==> config.mk <==
export PLATFORM = sky130hd
export DESIGN_NAME = jelt_ctrl
export DESIGN_NICKNAME = d
export VERILOG_FILES = /design/src/sv/jelt_pkg.sv /design/src/sv/jelt_ctrl.sv
export SDC_FILE = /design/constraint.sdc
export NUM_CORES = 1
export LEC_CHECK = 0
export ABC_AREA = 1
export BUFFER_PORTS_ARGS = -buffer_cell sky130_fd_sc_hd__buf_2
export CAP_MARGIN = 20
export CORE_AREA = 2 2 39 41
export CTS_BUF_LIST = sky130_fd_sc_hd__clkbuf_8
export CTS_CLUSTER_SIZE = 20
export DETAILED_ROUTE_END_ITERATION = 7
export DIE_AREA = 0 0 41 43
export GPL_TIMING_DRIVEN = 0
export REMOVE_ABC_BUFFERS = 1
export SLEW_MARGIN = 20
export SYNTH_ARGS = -nofsm -noshare
export SYNTH_HDL_FRONTEND = slang
export SYNTH_SLANG_ARGS = --single-unit
==> constraint.sdc <==
create_clock -name clock -period 1.1 [get_ports clock]
set_clock_uncertainty 0.05 [all_clocks]
set_input_delay 0 -clock clock [delete_from_list [all_inputs] [get_ports clock]]
set_output_delay 0 -clock clock [all_outputs]
set_load 0.005 [all_outputs]
==> src/sv/jelt_pkg.sv <==
// ----------------------------------------------------------------------------
// jelt_pkg
// Shared types and constants for the journal extent lookup table.
// ----------------------------------------------------------------------------
package jelt_pkg;

   localparam int MODE_W     = 2;
   localparam int LBA_W      = 12;
   localparam int LEN_W      = 7;
   localparam int JLBA_W     = 32;
   localparam int FID_W      = 32;
   localparam int STS_W      = 2;

   localparam int LBA_LSB    = 0;
   localparam int LEN_LSB    = LBA_LSB + LBA_W;
   localparam int JLBA_LSB   = LEN_LSB + LEN_W;
   localparam int FID_LSB    = JLBA_LSB + JLBA_W;
   localparam int REQ_BITS   = FID_LSB + FID_W;
   localparam int REQ_DATA_W = ((REQ_BITS + 7) / 8) * 8;

   localparam int RSP_BITS   = 1 + JLBA_W + STS_W;
   localparam int RSP_DATA_W = ((RSP_BITS + 7) / 8) * 8;
   localparam int RSP_PAD_W  = RSP_DATA_W - RSP_BITS;

   typedef enum logic [MODE_W-1:0] {
      MODE_ADD    = 2'd0,
      MODE_LOOKUP = 2'd1,
      MODE_INVAL  = 2'd2
   } mode_type;

   typedef enum logic [STS_W-1:0] {
      STS_DONE = 2'd0,
      STS_FULL = 2'd1,
      STS_CLIP = 2'd2
   } sts_type;

   typedef enum logic [2:0] {
      ST_CLEAR,
      ST_IDLE,
      ST_LK_TXN,
      ST_LK_CMP,
      ST_ADD_RUN,
      ST_FINISH
   } state_type;

   typedef struct packed {
      logic [FID_W-1:0]  file_id;
      logic [JLBA_W-1:0] journal_lba;
      logic [LEN_W-1:0]  length;
      logic [LBA_W-1:0]  start_lba;
   } txn_entry_type;

   typedef struct packed {
      logic [RSP_PAD_W-1:0] pad;
      sts_type              status;
      logic [JLBA_W-1:0]    found_journal_lba;
      logic                 hit;
   } rsp_word_type;

   typedef struct packed {
      logic clear_wr;
      logic accept;
      logic txn_rd;
      logic add_wr;
      logic rsp_load_cmp;
      logic rsp_load_sts;
   } cmd_type;

   typedef struct packed {
      logic [MODE_W-1:0] mode;
      logic              full;
      logic              len_zero;
      logic              add_last;
      logic              clear_last;
      logic              rsp_free;
   } stat_type;

endpackage

==> src/sv/jelt_ctrl.sv <==
// ----------------------------------------------------------------------------
// jelt_ctrl
// Sequencer for map clearing, add runs, lookups and response hand-off.
// ----------------------------------------------------------------------------
module jelt_ctrl (
   input  logic               clock,
   input  logic               reset,
   input  logic               req_tvalid,
   output logic               req_tready,
   input  jelt_pkg::stat_type stat,
   output jelt_pkg::cmd_type  cmd
);

   jelt_pkg::state_type state_ff;
   jelt_pkg::state_type state_in;
   jelt_pkg::mode_type  mode;

   assign mode = jelt_pkg::mode_type'(stat.mode);

   always_comb begin
      state_in = state_ff;
      unique case (state_ff)
         jelt_pkg::ST_CLEAR: begin
            if (stat.clear_last) begin
               state_in = jelt_pkg::ST_IDLE;
            end
         end
         jelt_pkg::ST_IDLE: begin
            if (req_tvalid) begin
               if (mode == jelt_pkg::MODE_LOOKUP) begin
                  state_in = jelt_pkg::ST_LK_TXN;
               end else if (mode == jelt_pkg::MODE_ADD && !stat.full && !stat.len_zero) begin
                  state_in = jelt_pkg::ST_ADD_RUN;
               end else begin
                  state_in = jelt_pkg::ST_FINISH;
               end
            end
         end
         jelt_pkg::ST_LK_TXN: begin
            state_in = jelt_pkg::ST_LK_CMP;
         end
         jelt_pkg::ST_LK_CMP: begin
            if (stat.rsp_free) begin
               state_in = jelt_pkg::ST_IDLE;
            end
         end
         jelt_pkg::ST_ADD_RUN: begin
            if (stat.add_last) begin
               state_in = jelt_pkg::ST_FINISH;
            end
         end
         jelt_pkg::ST_FINISH: begin
            if (stat.rsp_free) begin
               state_in = jelt_pkg::ST_IDLE;
            end
         end
         default: begin
            state_in = jelt_pkg::ST_CLEAR;
         end
      endcase
   end

   always_comb begin
      cmd        = '0;
      req_tready = 1'b0;
      unique case (state_ff)
         jelt_pkg::ST_CLEAR: begin
            cmd.clear_wr = 1'b1;
         end
         jelt_pkg::ST_IDLE: begin
            req_tready = 1'b1;
            cmd.accept = req_tvalid;
         end
         jelt_pkg::ST_LK_TXN: begin
            cmd.txn_rd = 1'b1;
         end
         jelt_pkg::ST_LK_CMP: begin
            cmd.rsp_load_cmp = stat.rsp_free;
         end
         jelt_pkg::ST_ADD_RUN: begin
            cmd.add_wr = 1'b1;
         end
         jelt_pkg::ST_FINISH: begin
            cmd.rsp_load_sts = stat.rsp_free;
         end
         default: begin
            cmd = '0;
         end
      endcase
   end

   always_ff @(posedge clock) begin
      if (reset) begin
         state_ff <= jelt_pkg::ST_CLEAR;
      end else begin
         state_ff <= state_in;
      end
   end

endmodule

==> impl_results.md <==
- Chip Height: 43 um
- Number of port buffers: 16
- Syn Inst Count: 54
- Worst Slack Setup Final: -42.6 ps
- Simple-Gate Fraction of Synth Area: 59.5%
- Yosys reg bits: 3
- Leak: 0.333 nW
- Max-slew violations: 0
- Failing checks: setup timing
- Startpoint Class: flop
- Pre-Repair DR Iteration Count: 4
- Drt total wl: 852 um
- RSZ-0062 raised after global routing: true
- Rows: 14
- Initial antenna violation count: 0
- Critical path required time: 1160 ps
- Worst-case clock buffer depth: 2
- DP Area: 450 um2
- Hold crit path type: input pin to flop
- Vias in the first global route: 323
- DR vias/cell: 4.32
- Commonest non-fill, non-tap cells in the layout: buf_2, inv_1, nand2_1, nand3_1, buf_4
- Biggest register: state_ff
- Sw Ratio: 44.3%
- Compound-Gate Fraction of Synth Area: 7.27%
- Initial Utilization: 26.1%
- Pwr dens: 2400 nW/um2
- Die Wd: 41 um
- CTS root buf: clkbuf_8
- TritonCTS clock tree: yes
- Adder-cell area share of the yosys netlist: 0%
- Hold Fails Final Rpt: 0
- Crit path capture type: flop
- Avg WL per Cell: 8.97 um
- Status: complete, but fails checks
- Avg Cell Area, Syn: 6.70 um2
- Cts bufs inserted: 3
- Largest family of logic cells by synthesized area: simple AND/OR/NAND/NOR gates
- Detailed placement HPWL: 592 um
- Relative slew slack: 84.7%
- FMAX: 0.875 GHz
- Iteration-0 DRC Markers: 9
- Number of max-cap violations: 0
- Mux contribution to synthesized area: 0%
- Largest net degree at the start of global routing: 7
- Clock slew at reported path FFs: 30 ps
- Largest registers: state_ff x3
- Tcrit/Tclk final: 104%
- CP max-delay cell: dfxtp_4
- Crit path max fanout: 5
- Multi-input combinational cell area: 280 um2
- Final setup violation count: 5
- Worst ir drop on vdd: 0.801 mV
- Fin crit period: 1140 ps
- Num ports: 17
- WS Path Type: flop to flop
- Clk pwr share: 21.4%
- Sequential cell area: 71.3 um2
- Die ar.: 1760 um2
- Fin area: 598 um2
- Synth warn: 0
- Fillers: 146
- Flop pwr share: 20.9%
- Crit path cell chain: inv_4, nand2_8, nand2_4, nand3_4, nand2_4, nor2_4, nand2_1, nand2_1, nor2_2
- WP data arrival: 1200 ps
- Slew @ Worst Pin: 227 ps
- Gate power share: 57.7%
- Area delta synth->final: 65.4%
- Tot GR Track Use: 10.3%
- Most common cell after layout, fill and taps aside: buf_2
- Ant. Diodes: 0
- Final setup TNS: -153 ps
- Total congestion overflow: 0
- Synth cell types: 20
- Final Net Count: 90
- Share of cells above drive strength 1: 58.2%
- Post-route ant nets: 0
- Xor/xnor cell area share of the yosys netlist: 0%
- CP max stage delay: 390 ps
- Int Pwr: 0.799 mW
- CP Buf/Inv Count: 1
- Core area: 1380 um2
- TritonCTS sink count: 3
- Seq/Total Area, Yosys: 16.6%
- Max reg flops: 3
- First-pass GRT wire length: 1.25 mm
- Post-Syn Area: 362 um2
- Post-place setup slack: -407 ps
- Total number of vias: 410
- Htree depth: 1
- DRC viols: 0
- Crit path max-delay family: simple AND/OR/NAND/NOR gates
- NetSw: 0.634 mW
- Gp weighted congestion: 0.763
- Clock latency on the worst-skew pair: 210 ps
## through the flow
stage	hold WS (ps)	utilization, %	power (mW)	cells
2_1_floorplan	12.4	-	0.719	53
3_3_place_gp	129	32.5	0.873	85
3_5_place_dp	124	32.5	0.880	85
4_1_cts	150	38.6	1.26	92
5_1_grt	203	43.2	1.55	95
6_report	153	43.2	1.43	95
## worst register-to-register path, delay by kind of cell, from the launching register on
family	cells	cell delay (ps)
simple gates	8	530
flops	1	390
buf+inv	1	60
## path summary, 6_finish.rpt
kind	from	cells past startpoint	endpoint	slack, ps
setup / recovery	state_ff[1]	9	state_ff[1]	-40
hold reg to reg	state_ff[1]	3	state_ff[1]	620
hold / removal	stat[2]	6	state_ff[2]	150
setup reg to reg	state_ff[1]	9	state_ff[1]	-40
## cell usage after synthesis, drive strengths merged
cell type  number  share of area, %
nand3           7                15
o21ai           1               1.4
buf             1               3.1
dfxtp           3                17
nor2            6                13
a21oi           2               3.8
nand4           1               1.7
o21bai          1               2.1
inv            13                13
nand2          14                23
nor3            5               6.9
## logic make-up after synthesis
logic type,Yosys count
compound gates,4
buf+inv,14
flops,3
simple gates,33
## repair_timing
action                     in CTS  in global routing
setup buffers                   2                  3
hold buffers                    1                  0
pin swaps                       0                  2
resized for setup               8                 10
setup endpoints to repair      10                  9
hold endpoints to repair        1                  0
## routing by layer
| metal | global-route usage [%] | vias to the layer above | routed length, um |
|---|---|---|---|
| li1 | - | 219 | - |
| met1 | 14.6 | 176 | 374 |
| met2 | 14.1 | 15 | 410 |
| met3 | 4.71 | 0 | 68 |
| met4 | 2.00 | 0 | 0 |
| met5 | 0 | - | 0 |
## cell type report
| cell class | instances | share of cell area [%] |
|---|---|---|
| Clock buffer | 3 | 6.90 |
| Timing Repair Buffer | 22 | 21.3 |
| Multi-Input combinational cell | 37 | 46.9 |
| Inverter | 13 | 9.00 |
| Sequential cell | 3 | 11.9 |
| Tap cell | 16 | 3.35 |
| Clock inverter | 1 | 0.628 |
## power groups by stage
stage               Combinational, mW  Sequential, mW  Clock [mW]
global placement                0.622           0.251           0
finish                          0.827           0.300       0.307
detailed placement              0.628           0.253           0
CTS                             0.685           0.260       0.319
floorplan                       0.490           0.229           0
global route                    0.911           0.311       0.330
(Power assumes the default switching activity.)
